--- src/sv/smt_pkg.sv ---
`default_nettype none
package smt_pkg;

  // Table depth
  localparam int MAX_ENTRIES = 8;
  localparam int IDX_W = $clog2(MAX_ENTRIES);
  localparam int CNT_W = $clog2(MAX_ENTRIES + 1);
  localparam int COUNT_W = 4;
  localparam int ID_W = 16;
  localparam int TAG_W = 2;

  typedef enum logic [2:0] {
    CMD_CLEAR  = 3'd0,
    CMD_ADD    = 3'd1,
    CMD_REMOVE = 3'd2,
    CMD_RENAME = 3'd3,
    CMD_LOOKUP = 3'd4
  } cmd_code_t;

  localparam logic [TAG_W-1:0] TAG_NONE = 2'd0;
  localparam logic [TAG_W-1:0] TAG_TOP  = 2'd1;
  localparam logic [TAG_W-1:0] TAG_END  = 2'd2;

  typedef enum logic {
    ST_IDLE,
    ST_SCAN
  } state_t;

  typedef struct packed {
    logic [2:0]       cmd;
    logic [ID_W-1:0]  seg_id;
    logic [ID_W-1:0]  new_seg_id;
    logic [TAG_W-1:0] tag_in;
    logic             swap_ends;
  } req_t;

  typedef struct packed {
    logic               ok;
    logic [TAG_W-1:0]   tag_out;
    logic [COUNT_W-1:0] count;
  } rsp_t;

  typedef struct packed {
    logic [ID_W-1:0]  id;
    logic [TAG_W-1:0] tag;
  } entry_t;

  typedef struct packed {
    logic done;
    rsp_t rsp;
  } seq_out_t;

  // Top and end trade places when swap is set; every other tag stays
  function automatic logic [TAG_W-1:0] swap_tag(input logic [TAG_W-1:0] tag, input logic swap);
    logic [TAG_W-1:0] res;
    res = tag;
    if (swap && tag == TAG_TOP) begin
      res = TAG_END;
    end else if (swap && tag == TAG_END) begin
      res = TAG_TOP;
    end
    return res;
  endfunction

endpackage
`default_nettype wire

--- src/sv/segment_membership_table.sv ---
`default_nettype none
// Ordered table of up to MAX_ENTRIES segment IDs with two-bit position tags, taking clear,
// add, remove, rename and lookup commands and answering each with one transaction carrying
// ok, tag_out and count. The entries live in a chain of cells that rotates once round per
// command: the sequencer sees one entry a cycle at the head, save where the last step holds,
// and feeds the same, a renamed, a newly added or (after a removal) the following entry
// back in at the tail, so the table is rewritten in order as it turns. A command is accepted
// in idle and then steps once through every entry of the rotation before the next command
// can be accepted. The last rotation step holds while an earlier result still sits
// unaccepted in the output register; a new command is taken while a result waits.
module segment_membership_table
  import smt_pkg::*;
(
  input  wire logic clk,
  input  wire logic rst,
  input  wire logic req_valid,
  output logic      req_stall,
  input  wire req_t req,
  output logic      rsp_valid,
  input  wire logic rsp_stall,
  output rsp_t      rsp
);

  entry_t   cell_q [MAX_ENTRIES];
  entry_t   emit;
  logic     shift;
  logic     out_busy;
  seq_out_t result;

  // Output slot is busy while a result waits to be taken
  assign out_busy = rsp_valid && rsp_stall;

  smt_seq u_seq (
    .clk       (clk),
    .rst       (rst),
    .req_valid (req_valid),
    .req       (req),
    .req_stall (req_stall),
    .out_busy  (out_busy),
    .head      (cell_q[0]),
    .second    (cell_q[1]),
    .emit      (emit),
    .shift     (shift),
    .result    (result)
  );

  // Chain of cells: each takes its upper neighbour's entry; the top cell takes the tail feed
  for (genvar i = 0; i < MAX_ENTRIES; i++) begin : g_cell
    if (i < MAX_ENTRIES - 1) begin : g_mid
      smt_cell u_cell (
        .clk   (clk),
        .shift (shift),
        .nxt   (cell_q[i+1]),
        .cur   (cell_q[i])
      );
    end else begin : g_tail
      smt_cell u_cell (
        .clk   (clk),
        .shift (shift),
        .nxt   (emit),
        .cur   (cell_q[i])
      );
    end
  end

  // Output register
  always_ff @(posedge clk) begin
    if (rst) begin
      rsp_valid <= 1'b0;
    end else if (result.done) begin
      rsp_valid <= 1'b1;
    end else if (!rsp_stall) begin
      rsp_valid <= 1'b0;
    end
  end

  always_ff @(posedge clk) begin
    if (result.done) begin
      rsp <= result.rsp;
    end
  end

  // A result is never produced over one still waiting
  a_no_overwrite: assert property (@(posedge clk) disable iff (rst)
    result.done |-> !out_busy)
    else $error("result produced while output slot busy");

  // A finished command always shows up at the output
  a_done_valid: assert property (@(posedge clk) disable iff (rst)
    result.done |=> rsp_valid)
    else $error("finished command not presented");

  // Once a command is taken, req_stall is raised as its rotation starts
  a_one_at_a_time: assert property (@(posedge clk) disable iff (rst)
    (req_valid && !req_stall) |=> req_stall)
    else $error("command accepted during rotation");

endmodule
`default_nettype wire

--- src/sv/smt_cell.sv ---
`default_nettype none
module smt_cell
  import smt_pkg::*;
(
  input  wire logic   clk,
  input  wire logic   shift,
  input  wire entry_t nxt,
  output entry_t      cur
);

  entry_t ent;

  always_ff @(posedge clk) begin
    if (shift) begin
      ent <= nxt;
    end
  end

  assign cur = ent;

endmodule
`default_nettype wire

--- src/sv/smt_seq.sv ---
`default_nettype none
module smt_seq
  import smt_pkg::*;
(
  input  wire logic   clk,
  input  wire logic   rst,
  input  wire logic   req_valid,
  input  wire req_t   req,
  output logic        req_stall,
  input  wire logic   out_busy,
  input  wire entry_t head,
  input  wire entry_t second,
  output entry_t      emit,
  output logic        shift,
  output seq_out_t    result
);

  state_t           state, state_next;
  logic [IDX_W-1:0] step, step_next;
  logic [CNT_W-1:0] count, count_next;
  logic             found, found_next;
  logic [TAG_W-1:0] tag_res, tag_res_next;

  logic [2:0]       op;
  logic [ID_W-1:0]  key;
  logic [ID_W-1:0]  new_id;
  logic [TAG_W-1:0] tag_new;
  logic             swap;

  logic             last;
  logic             in_range;
  logic             hit;
  logic             accept;
  logic             add_ok;

  assign last     = (step == IDX_W'(MAX_ENTRIES - 1));
  assign in_range = (CNT_W'(step) < count);
  assign hit      = in_range && (head.id == key);
  assign accept   = (state == ST_IDLE) && req_valid;
  assign add_ok   = !(found || hit) && (count < CNT_W'(MAX_ENTRIES));

  always_ff @(posedge clk) begin
    if (rst) begin
      state   <= ST_IDLE;
      step    <= '0;
      count   <= '0;
      found   <= 1'b0;
      tag_res <= TAG_NONE;
    end else begin
      state   <= state_next;
      step    <= step_next;
      count   <= count_next;
      found   <= found_next;
      tag_res <= tag_res_next;
    end
  end

  always_ff @(posedge clk) begin
    if (accept) begin
      op      <= req.cmd;
      key     <= req.seg_id;
      new_id  <= req.new_seg_id;
      tag_new <= req.tag_in;
      swap    <= req.swap_ends;
    end
  end

  always_comb begin
    state_next   = state;
    step_next    = step;
    count_next   = count;
    found_next   = found;
    tag_res_next = tag_res;
    emit         = head;
    shift        = 1'b0;
    result       = '0;
    req_stall    = (state != ST_IDLE);

    // what re-enters the tail of the chain this step
    unique case (op)
      CMD_ADD: begin
        if ((CNT_W'(step) == count) && !found) begin
          emit.id  = key;
          emit.tag = tag_new;
        end
      end
      CMD_REMOVE: begin
        if (found || hit) begin
          emit = second;
        end
      end
      CMD_RENAME: begin
        if (hit) begin
          emit.id  = new_id;
          emit.tag = swap_tag(head.tag, swap);
        end
      end
      default: begin
        emit = head;
      end
    endcase

    unique case (state)
      ST_IDLE: begin
        if (req_valid) begin
          state_next   = ST_SCAN;
          step_next    = '0;
          found_next   = 1'b0;
          tag_res_next = TAG_NONE;
        end
      end
      ST_SCAN: begin
        shift = !(last && out_busy);
        if (shift) begin
          found_next = found || hit;
          if ((op == CMD_LOOKUP) && hit && !found) begin
            tag_res_next = head.tag;
          end
          step_next = IDX_W'(step + 1'b1);
          if (last) begin
            state_next  = ST_IDLE;
            result.done = 1'b1;
            unique case (op)
              CMD_CLEAR: begin
                result.rsp.ok = 1'b1;
                count_next    = '0;
              end
              CMD_ADD: begin
                result.rsp.ok = add_ok;
                if (add_ok) begin
                  count_next = CNT_W'(count + 1'b1);
                end
              end
              CMD_REMOVE: begin
                result.rsp.ok = found_next;
                if (found_next) begin
                  count_next = CNT_W'(count - 1'b1);
                end
              end
              CMD_RENAME: begin
                result.rsp.ok = found_next;
              end
              CMD_LOOKUP: begin
                result.rsp.ok      = found_next;
                result.rsp.tag_out = tag_res_next;
              end
              default: begin
                result.rsp.ok = 1'b0;
              end
            endcase
            result.rsp.count = COUNT_W'(count_next);
          end
        end
      end
      default: begin
        state_next = ST_IDLE;
      end
    endcase
  end

endmodule
`default_nettype wire
--- config.mk ---
export PLATFORM = sky130hd
export DESIGN_NAME = segment_membership_table
export DESIGN_NICKNAME = d
export VERILOG_FILES = /design/src/sv/smt_pkg.sv /design/src/sv/segment_membership_table.sv /design/src/sv/smt_cell.sv /design/src/sv/smt_seq.sv
export SDC_FILE = /design/constraint.sdc
export NUM_CORES = 1
export LEC_CHECK = 0
export BUFFER_PORTS_ARGS = -buffer_cell sky130_fd_sc_hd__buf_4
export CORE_MARGIN = 4
export CORE_UTILIZATION = 64
export DETAILED_ROUTE_END_ITERATION = 16
export MAX_ROUTING_LAYER = met4
export PLACE_DENSITY = 0.83
export SLEW_MARGIN = 20
export SYNTH_ARGS = -nofsm -noshare
export SYNTH_HDL_FRONTEND = slang
export SYNTH_HIERARCHICAL = 1
export SYNTH_SLANG_ARGS = --single-unit
--- constraint.sdc ---
create_clock -name clk -period 10.9 [get_ports clk]
set_input_delay 0.545 -clock clk [delete_from_list [all_inputs] [get_ports clk]]
set_output_delay 0.545 -clock clk [all_outputs]
set_load 0.05 [all_outputs]
# Yosys cells after proc, flatten, opt, wreduce, memory -nomap -nowiden
# Cells that the tools add are included.
# W data, S select, Z words.
[totals]
ff_bits = 201
input_bits = 42
out_inout_bits = 9
word_cells = 102
[classes]
addsub = 3
n_lt_le_gt_ge = 2
eq_ne = 12
n_mux = 31
n_bitwise = 4
reduce_logical = 20
[ops]
columns = ["cell", "n"]
rows = [
  ["$mux W18", 3],
  ["$pmux W18 S3", 1],
  ["$mux W8", 3],
  ["$eq A16 B16 Y1", 1],
  ["$mux W2", 6],
  ["$pmux W4 S3", 1],
  ["$logic_and A1 B1 Y1", 10],
  ["$mux W1", 8],
  ["$mux W4", 2],
  ["$eq A3 B2 Y1 const B", 2],
  ["$eq A3 B3 Y1 const B", 2],
  ["$mux W3", 2],
  ["$pmux W3 S2", 1],
  ["$reduce_or A3 Y1", 2],
  ["$add A4 B1 Y4 const B", 1],
  ["$eq A3 B4 Y1", 1],
  ["$lt A3 B4 Y1", 1],
  ["$lt A4 B4 Y1 const B", 1],
  ["$ne A2 B2 Y1 const B", 2],
  ["$not A1 Y1", 4],
  ["$pmux W1 S2", 2],
  ["$pmux W2 S2", 1],
  ["$reduce_or A4 Y1", 1],
  ["$sub A4 B1 Y4 const B", 1],
  ["other kinds (11)", 13],
]

# Depth between registers and ports, before layout
# Gate-level depths: netlist (run 1).
[depth]
word_depth = 11
depth_mapped = 10
ltp_nobuf = 9

# Hierarchy
# Netlist (run 1), hierarchy kept.
[by_module_without_submodules]
columns = ["module", "instances", "cells_per_inst", "area_each_um2", "seq_area_each_um2"]
rows = [
  ["smt_cell", 8, 18, 540.5, 540.5],
  ["smt_seq", 1, 291, 2910.3, 1361.3],
  ["segment_membership_table", 1, 11, 246.5, 230.2],
]

# Worst setup path before layout (run 1)
# Ideal clock, no wire load.
[synth_timing]
kind = "in2reg"
from = "input rsp_stall"
to = "register u_seq.tag_res[0]"
setup_time_ns = 0.132
arrival_time_ns = 4.497
t_required_ns = 10.768
slack_ns = 6.270
path_stages = 8
path_buffers = 0
path_cell_list = "and2_2 -> nand2_1 -> nand2_1 -> inv_1 -> nand3_1 -> nor3_1 -> nand3b_1 -> a21oi_1"
[synth_between]
elab_chain_cells = 4
[synth_rtl]
columns = ["element", "line", "source"]
rows = [
  ["start: declaration", "segment_membership_table.sv:20", "input wire logic rsp_stall,"],
  ["$logic_and A1 B1 Y1", "segment_membership_table.sv:31", "assign out_busy = rsp_valid && rsp_stall;"],
  ["$logic_and A1 B1 Y1", "smt_seq.sv:113", "shift = !(last && out_busy);"],
  ["$ne A2 B2 Y1 (no source line)", "--", ""],
  ["$reduce_and A2 Y1 (no source line)", "--", ""],
  ["end signal: assignment", "smt_seq.sv:54", "tag_res <= tag_res_next;"],
  ["end: declaration", "smt_seq.sv:22", "logic [TAG_W-1:0] tag_res, tag_res_next;"],
]
# Every way passes these cells.
# A chain may end at the register's enable or synchronous reset.

# Worst setup path after layout (run 1)
[layout_timing]
from = "register u_seq.step[1]"
to = "register u_seq.tag_res[0]"
[layout_between]
elab_chain_cells = 7
elab_cells_between_ends = 11
classes_between = "order compare: 1; eq/ne: 2; mux: 3; reduce/logical: 5"
[layout_rtl]
columns = ["element", "line", "source"]
rows = [
  ["start: declaration", "smt_seq.sv:19", "logic [IDX_W-1:0] step, step_next;"],
  ["start signal: assignment", "smt_seq.sv:51", "step <= step_next;"],
  ["$lt A3 B4 Y1", "smt_seq.sv:37", "assign in_range = (CNT_W'(step) < count);"],
  ["$logic_and A1 B1 Y1", "smt_seq.sv:38", "assign hit = in_range && (head.id == key);"],
  ["$logic_and A1 B1 Y1 (2 in series)", "smt_seq.sv:116", "if ((op == CMD_LOOKUP) && hit && !found) begin"],
  ["$mux W2", "smt_seq.sv:116", ""],
  ["$mux W2", "smt_seq.sv:114", "if (shift) begin"],
  ["$pmux W2 S2", "smt_seq.sv:103", "unique case (state)"],
]
# Several ways; a longest one is shown, not always the timed one. The select of a mux whose other input is x is not followed.

==> results of run 1 <==
-- stage by stage --
stage	worst slack (ns)	std cells	cell area [um^2]	util, %
finish	7.59	660	8620	75.5
floorplan	6.27	446	7480	-
detailed placement	7.43	625	7980	69.9
CTS	7.59	660	8620	75.5
global route	7.30	660	8620	75.5
global placement	7.62	625	7980	69.9
-- power by group through the flow --
stage               clock (W)  sequential (W)  combinational (W)
floorplan                   0        0.000926          0.0000425
global placement            0        0.000931          0.0000637
detailed placement          0        0.000932          0.0000671
CTS                  0.000674        0.000918          0.0000673
global route         0.000711        0.000922          0.0000736
finish               0.000664        0.000918          0.0000677
-- logic make-up after synthesis --
| family | synth area share (%) |
|---|---|
| compound gates | 8.46 |
| xor+xnor | 1.87 |
| fa+ha+maj | 1.17 |
| buf+inv | 1.52 |
| flops | 79.1 |
| mux | 0.669 |
| simple gates | 7.23 |
-- cell type report --
cell class                      instances  area, um^2  area share, %
Timing Repair Buffer                   52         390           4.53
Sequential cell                       201        5920           68.6
Clock buffer                           23         533           6.18
Tap cell                              143         179           2.08
Inverter                               10        40.0          0.464
Clock inverter                         12         106           1.23
Multi-Input combinational cell        219        1460           16.9
-- Yosys cell counts, types with 5 or more instances --
master                     count  area, um^2
sky130_fd_sc_hd__edfxtp_1    189        5680
sky130_fd_sc_hd__nand2_1      37         139
sky130_fd_sc_hd__a21oi_1      26         130
sky130_fd_sc_hd__nor2_1       19        71.3
sky130_fd_sc_hd__a221o_1      18         180
sky130_fd_sc_hd__nand3_1      15        75.1
sky130_fd_sc_hd__dfxtp_1      12         240
sky130_fd_sc_hd__xnor2_1      12         105
sky130_fd_sc_hd__clkbuf_1     10        37.5
sky130_fd_sc_hd__inv_1         9        33.8
sky130_fd_sc_hd__o21ai_0       8        40.0
sky130_fd_sc_hd__a222oi_1      7        70.1
sky130_fd_sc_hd__ha_1          7        87.6
sky130_fd_sc_hd__nor3_1        6        30.0
sky130_fd_sc_hd__nand4_1       5        31.3
sky130_fd_sc_hd__o31ai_1       5        37.5
-- metal layers --
| metal | GRT usage [%] | part of all wire (%) | up-vias |
|---|---|---|---|
| met5 | - | 0 | - |
| met4 | 6.50 | 2.9 | 0 |
| met1 | 33.2 | 43 | 2022 |
| li1 | - | - | 1871 |
| met3 | 3.11 | 7.4 | 36 |
| met2 | 32.4 | 47 | 198 |
-- flip-flops by register name, indices dropped and copies added, names as in the netlist --
name	count
u_seq/op	3
u_seq/tag_new	2
u_seq/req_stall	1
u_seq/key	16
u_seq/found	1
u_seq/swap	1
u_seq/new_id	16
g_cell.g_mid.u_cell/cur	126
rsp	7
u_seq/step	3
rsp_valid	1
g_cell.g_tail.u_cell/cur	18
u_seq/count	4
u_seq/tag_res	2
-- worst max path at each step --
| stage | from | slack (ns) | endpoint | cells past startpoint |
|---|---|---|---|---|
| after floorplan | rsp_stall | 6.27 | u_seq/tag_res[0] | 8 |
| after global placement | rsp_stall | 7.62 | u_seq/tag_res[1] | 10 |
| after detailed placement | rsp_stall | 7.43 | u_seq/tag_res[0] | 10 |
| after CTS | u_seq/step[1] | 7.59 | u_seq/tag_res[1] | 10 |
| after global routing | u_seq/step[0] | 7.30 | u_seq/tag_res[0] | 10 |
| final | u_seq/step[1] | 7.59 | u_seq/tag_res[0] | 10 |
-- critical path: cells and delay by family, from the launching register on --
kind                       cells  cell delay [ns]
DFF                            1             0.34
and+or+nand+nor                5             0.86
buffers and inverters          2             1.49
adders and majority gates      2             0.39
AOI/OAI and AO/OA              1             0.07
==> out/summary.md, run 1 <==
* **outcome** complete, no violations
* **Post-synth EDFFs** 189
* **synthesized flop and latch total** 201
* **Final min period** 3.31 ns
* **number of buffer cells added on primary ports** 50
* **maximum net fanout on the critical path** 83
* **fill cell instance count of the final layout** 683
* **Worst setup EP type** flip-flop
* **clock latency reported for the late side of the worst-skew pair** 0.48 ns
* **fin. max-slew vios** 0
* **H-tree levels** 1
* **mapped cell area** 0.00748 mm^2
* **Post-CTS Hold Fix Bufs** 0
* **Post-synth ARST share** 0%
* **flip-flop cell with the highest count after synthesis** sky130_fd_sc_hd__edfxtp_1
* **share of post-route cells with drive strength above 1** 18.6%
* **final setup vio count** 0
* **number of nets in the layout** 553
* **total iterations of the first detailed-routing run** 5
* **total clock buffers created by CTS** 20
* **leak pwr** 3.00 nW
* **residual DRC count** 0
* **Chip Height** 116 um
* **number of maximum-capacitance constraint violations** 0
* **Clk pin slew, worst setup/hold paths** 0.07 ns
* **Sw Ratio** 20.1%
* **Max-Slew Margin vs Limit** 33.3%
* **syn_area_per_cell** 16.8 um^2
* **Starting Density** 65.5%
* **cell with the largest stage delay on the worst path** sky130_fd_sc_hd__buf_4
* **post-DR vias/cell** 6.25
* **number of diodes added for antenna fixing** 0
* **number of antenna violations at the first check in global routing** 0
* **largest voltage drop on the vdd net** 0.000200 V
* **Std-Cell Rows** 39
* **count of synthesis-stage warnings from yosys** 6
* **Power Total** 0.00165 W
* **Sequential Power Share** 55.7%
* **Worst Skew** 0.00859 ns
* **commonest cells after routing, fill and taps aside** 189 x sky130_fd_sc_hd__edfxtp_1, 52 x sky130_fd_sc_hd__buf_4, 37 x sky130_fd_sc_hd__nand2_1
* **worst-case reg-to-reg path depth** 10
* **worst hold path cell count** 1
* **grt ovf** 0
* **number of standard cells after synthesis** 446
* **slew of the pin with the lowest slew margin** 1.00 ns
* **maximum achievable frequency** 0.302 GHz
* **class of the tightest hold or removal check** input pin to flip-flop
* **Switch Pwr** 0.000331 W
* **final-layout worst hold slack** 0.243 ns
* **share of the clock period used by the worst path after layout** 30.4%
* **endpoints failing hold** 0
* **required time of the critical path** 11.27 ns
* **startpoint of the most critical hold path** req[8]
* **most frequent standard cell in the layout excluding fill and tap cells** sky130_fd_sc_hd__edfxtp_1
* **Power per Cell Area** 191 mW/mm^2
* **combinational share of power** 4.1%
* **buffer cell driving the clock tree root** sky130_fd_sc_hd__clkbuf_16
* **core region area** 0.0114 mm^2
* **violation count after the first detailed-route iteration** 637
* **vias in the first global route** 4033
* **maximum number of pins on one net before global-route repair** 84
* **setup slack of the worst register-to-register path** 7.59 ns
* **critical path's largest stage delay** 0.87 ns
* **Crit Reg-Reg Startpoint** u_seq/step[1]
* **Final GP Congestion** 0.936
* **syn nets** 495
* **sequential area share after synthesis** 79.1%
* **global-route usage over all layers** 22.1%
* **Die W** 116 um
* **share of power burned in the clock network** 40.2%
* **final sum of negative setup slack** 0 ns
* **Routed WL** 14.1 mm
* **via count** 4127
* **antenna violation net count after detailed routing** 0
* **TritonCTS clock tree** yes
* **ordered list of cells on the worst path** ha_1, ha_1, nand2_1, nand2_1, inv_4, buf_4, nand3_1, nor3_1, nand3b_1, a21oi_1
* **DIE AREA** 0.0135 mm^2
* **post-CTS setup-driven buffer insertion count** 0
* **end of the worst hold path** u_seq/new_id[5]
* **post-detailed-route wirelength per cell** 21.4 um
* **post_cts resized** 0
* **arrival time at the worst endpoint** 3.68 ns
* **buffer depth of the longest clock path** 3
* **internal cell power** 0.00132 W
* **crit start category** flip-flop
* **layout overhead on the synthesized area** 15.3%
* **number of top-level pins** 51
* **post-synthesis cell type count** 49
* **Final HPWL DP** 8.51 mm
* **setup repair after global routing missed its margin** no
* **end of the worst register-to-register path** u_seq/tag_res[0]
* **global-route wire length before repair** 22.0 mm
* **Critical Setup Path Class** flip-flop to flip-flop
* **clock sinks** 201
Note: power is estimated with default switching activity, not from simulation.
==> run 2, diff against run 1 <==
--- a/config.mk
+++ b/config.mk
@@ -5,12 +5,13 @@
 export SDC_FILE = /design/constraint.sdc
 export NUM_CORES = 1
 export LEC_CHECK = 0
+export ABC_AREA = 1
 export BUFFER_PORTS_ARGS = -buffer_cell sky130_fd_sc_hd__buf_4
 export CORE_MARGIN = 4
-export CORE_UTILIZATION = 64
+export CORE_UTILIZATION = 60
 export DETAILED_ROUTE_END_ITERATION = 16
 export MAX_ROUTING_LAYER = met4
-export PLACE_DENSITY = 0.83
+export PLACE_DENSITY = 0.78
 export SLEW_MARGIN = 20
 export SYNTH_ARGS = -nofsm -noshare
 export SYNTH_HDL_FRONTEND = slang
==> constraint.sdc (replaced) <==
create_clock -name clk -period 3.1 [get_ports clk]
set_input_delay 0.155 -clock clk [delete_from_list [all_inputs] [get_ports clk]]
set_output_delay 0.155 -clock clk [all_outputs]
set_load 0.05 [all_outputs]
==> out/summary.md, run 2 <==
* **outcome** complete, no violations
* **fill cell instance count of the final layout** 738
* **multi-input gate area in the final layout** 0.00172 mm^2
* **Starting Density** 61.9%
* **least setup slack across all paths after layout** 0.468 ns
* **post-detailed-route wirelength per cell** 18.6 um
* **max FFs per register** 126
* **antenna violation net count after detailed routing** 0
* **synth cell count leaders** 189 x sky130_fd_sc_hd__edfxtp_1, 149 x sky130_fd_sc_hd__nand2_1, 57 x sky130_fd_sc_hd__inv_1
* **DIE AREA** 0.0151 mm^2
* **buffer depth of the longest clock path** 3
* **Clk pin slew, worst setup/hold paths** 0.07 ns
* **Worst Skew** 0.0219 ns
* **endpoints failing hold** 0
* **commonest cells after routing, fill and taps aside** 189 x sky130_fd_sc_hd__edfxtp_1, 146 x sky130_fd_sc_hd__nand2_1, 59 x sky130_fd_sc_hd__buf_4
* **area share of the largest cell type after synthesis** 71.7%
* **clock latency reported for the late side of the worst-skew pair** 0.50 ns
* **Post-synth ARST share** 0%
* **cell with the largest stage delay on the worst path** sky130_fd_sc_hd__dfxtp_1
* **vias in the first global route** 5060
* **post-synthesis cell type count** 39
* **main area contributors after synthesis** sky130_fd_sc_hd__edfxtp_1 72%, sky130_fd_sc_hd__nand2_1 7.1%, sky130_fd_sc_hd__dfxtp_1 3.0%, sky130_fd_sc_hd__inv_1 2.7%, sky130_fd_sc_hd__nand3_1 2.4%
* **most area-hungry cell type in the Yosys netlist** sky130_fd_sc_hd__edfxtp_1
* **H-tree levels** 1
* **grt ovf** 0
* **cell mode on critical path** sky130_fd_sc_hd__nand2_1
* **share of post-route cells with drive strength above 1** 18.2%
* **Critical Setup Path Class** flip-flop to flip-flop
* **largest delay contributor family on the critical path** buffers and inverters
* **syn nets** 646
* **syn_area_per_cell** 13.3 um^2
* **setup repair after global routing missed its margin** no
* **most frequent standard cell in the layout excluding fill and tap cells** sky130_fd_sc_hd__edfxtp_1
* **maximum net fanout on the critical path** 30
* **register area** 0.00592 mm^2
* **number of maximum-capacitance constraint violations** 0
* **ordered list of cells on the worst path** inv_1, ha_1, inv_1, nor2_1, nand2_1, nand2_1, nor2_1, nand3_4, buf_4, clkinv_2, nand3_1, o2111ai_1, nand2_1, nand2_1
* **Chip Height** 123 um
* **Post-synth EDFFs** 189
* **Std-Cell Rows** 41
* **final sum of negative setup slack** 0 ns
* **slew of the pin with the lowest slew margin** 0.588 ns
* **mapped cell area** 0.00791 mm^2
* **Power per Cell Area** 618 mW/mm^2
* **fin. max-slew vios** 0
* **residual DRC count** 0
* **Non-Filler Cell Area, Final** 0.00965 mm^2
* **total clock buffers created by CTS** 20
* **final setup vio count** 0
* **core region area** 0.0128 mm^2
* **worst-case setup slack after placement** 0.538 ns
* **violation count after the first detailed-route iteration** 590
* **clock sinks** 201
* **Worst setup EP type** flip-flop
* **flip-flop cell with the highest count after synthesis** sky130_fd_sc_hd__edfxtp_1
* **Placed Instance Area** 0.00858 mm^2
* **count leader, synth** sky130_fd_sc_hd__edfxtp_1
* **WP buf/inv** 4
* **global-route usage over all layers** 23.6%
* **Final GP Congestion** 0.850
* **critical path's largest stage delay** 0.41 ns
* **synthesized flop and latch total** 201
* **sequential area share after synthesis** 74.8%
* **number of antenna violations at the first check in global routing** 1
* **Die W** 123 um
* **post_cts resized** 0
* **global-route wire length before repair** 26.2 mm
* **crit start category** flip-flop
* **arrival time at the worst endpoint** 2.88 ns
* **number of top-level pins** 51
* **post-DR vias/cell** 5.77
* **number of buffer cells added on primary ports** 50
* **required time of the critical path** 3.35 ns
* **class of the tightest hold or removal check** input pin to flip-flop
* **Max-Slew Margin vs Limit** 60.7%
* **via count** 5154
* **post-CTS setup-driven buffer insertion count** 0
* **maximum achievable frequency** 0.380 GHz
* **leak pwr** 3.71 nW
* **number of nets in the layout** 756
* **share of the clock period used by the worst path after layout** 84.9%
* **count of synthesis-stage warnings from yosys** 6
* **total iterations of the first detailed-routing run** 5
* **Routed WL** 16.6 mm
* **buffer cell driving the clock tree root** sky130_fd_sc_hd__clkbuf_16
* **layout overhead on the synthesized area** 21.9%
* **largest voltage drop on the vdd net** 0.000605 V
* **maximum number of pins on one net before global-route repair** 61
* **Final min period** 2.63 ns
* **TritonCTS clock tree** yes
* **number of standard cells after synthesis** 597
* **Post-CTS Hold Fix Bufs** 41
* **Final HPWL DP** 9.78 mm
[run 2: worst paths after layout]
| path | startpoint | slack (ns) | end | cells past startpoint |
|---|---|---|---|---|
| setup reg to reg | u_seq/count[2] | 0.47 | g_cell[7].g_tail.u_cell/cur[14] | 14 |
| hold reg to reg | g_cell[3].g_mid.u_cell/cur[11] | 0.42 | g_cell[2].g_mid.u_cell/cur[11] | 0 |
| setup / recovery | u_seq/count[2] | 0.47 | g_cell[7].g_tail.u_cell/cur[14] | 14 |
| hold / removal | rsp_stall | 0.18 | u_seq/found | 6 |
[run 2: kinds of logic (layout without fill, tap and decap cells)]
family / Yosys count / after routing / synth area share [%]
simple gates: 244 / 244 / 13.4
flops: 201 / 201 / 74.8
buf+inv: 76 / 200 / 4.06
compound gates: 66 / 66 / 6.29
fa+ha+maj: 7 / 7 / 1.11
xor+xnor: 3 / 3 / 0.332
other cells: 0 / 1 / 0
[run 2: report_power, final]
group          internal, W  switching [W]
Sequential         0.00315      0.0000720
Combinational     0.000136       0.000213
Clock              0.00137        0.00103
Total              0.00465        0.00131
[run 2: tightest hold or removal path, stage by stage]
cell and delay [ns]:
sky130_fd_sc_hd__buf_4 0.08, sky130_fd_sc_hd__nand2_2 0.05, sky130_fd_sc_hd__inv_1 0.07, sky130_fd_sc_hd__nand2_2 0.07, sky130_fd_sc_hd__nand2_4 0.11, sky130_fd_sc_hd__a2111oi_2 0.07
[run 2: area by class of cell]
| cell class | count | share of cell area (%) |
|---|---|---|
| diodes | 1 | 0.0259 |
| clock inverters | 15 | 1.57 |
| flip-flops and latches | 201 | 61.4 |
| well taps | 172 | 2.23 |
| repair buffers | 102 | 9.26 |
| multi-input cells | 320 | 17.8 |
| clock buffers | 21 | 5.23 |
| inverters | 62 | 2.46 |
[run 2: metrics by stage]
step           std cells  utilization, %  hold slack [ns]  total power (W)
2_1_floorplan        597               -            0.208          0.00343
6_report             894            75.5            0.177          0.00596
3_5_place_dp         816            67.2            0.334          0.00357
5_1_grt              894            75.5            0.217          0.00618
4_1_cts              893            75.5            0.166          0.00599
3_3_place_gp         816            67.2            0.333          0.00355
[run 2: per-layer routing]
layer	share of wire, %	GRT usage (%)	wire, um	vias to the layer above
li1	-	-	-	2354
met2	48	36.9	7910	250
met4	3.0	7.14	496	0
met5	0	-	0	-
met3	8.1	5.30	1350	53
met1	41	31.5	6850	2497
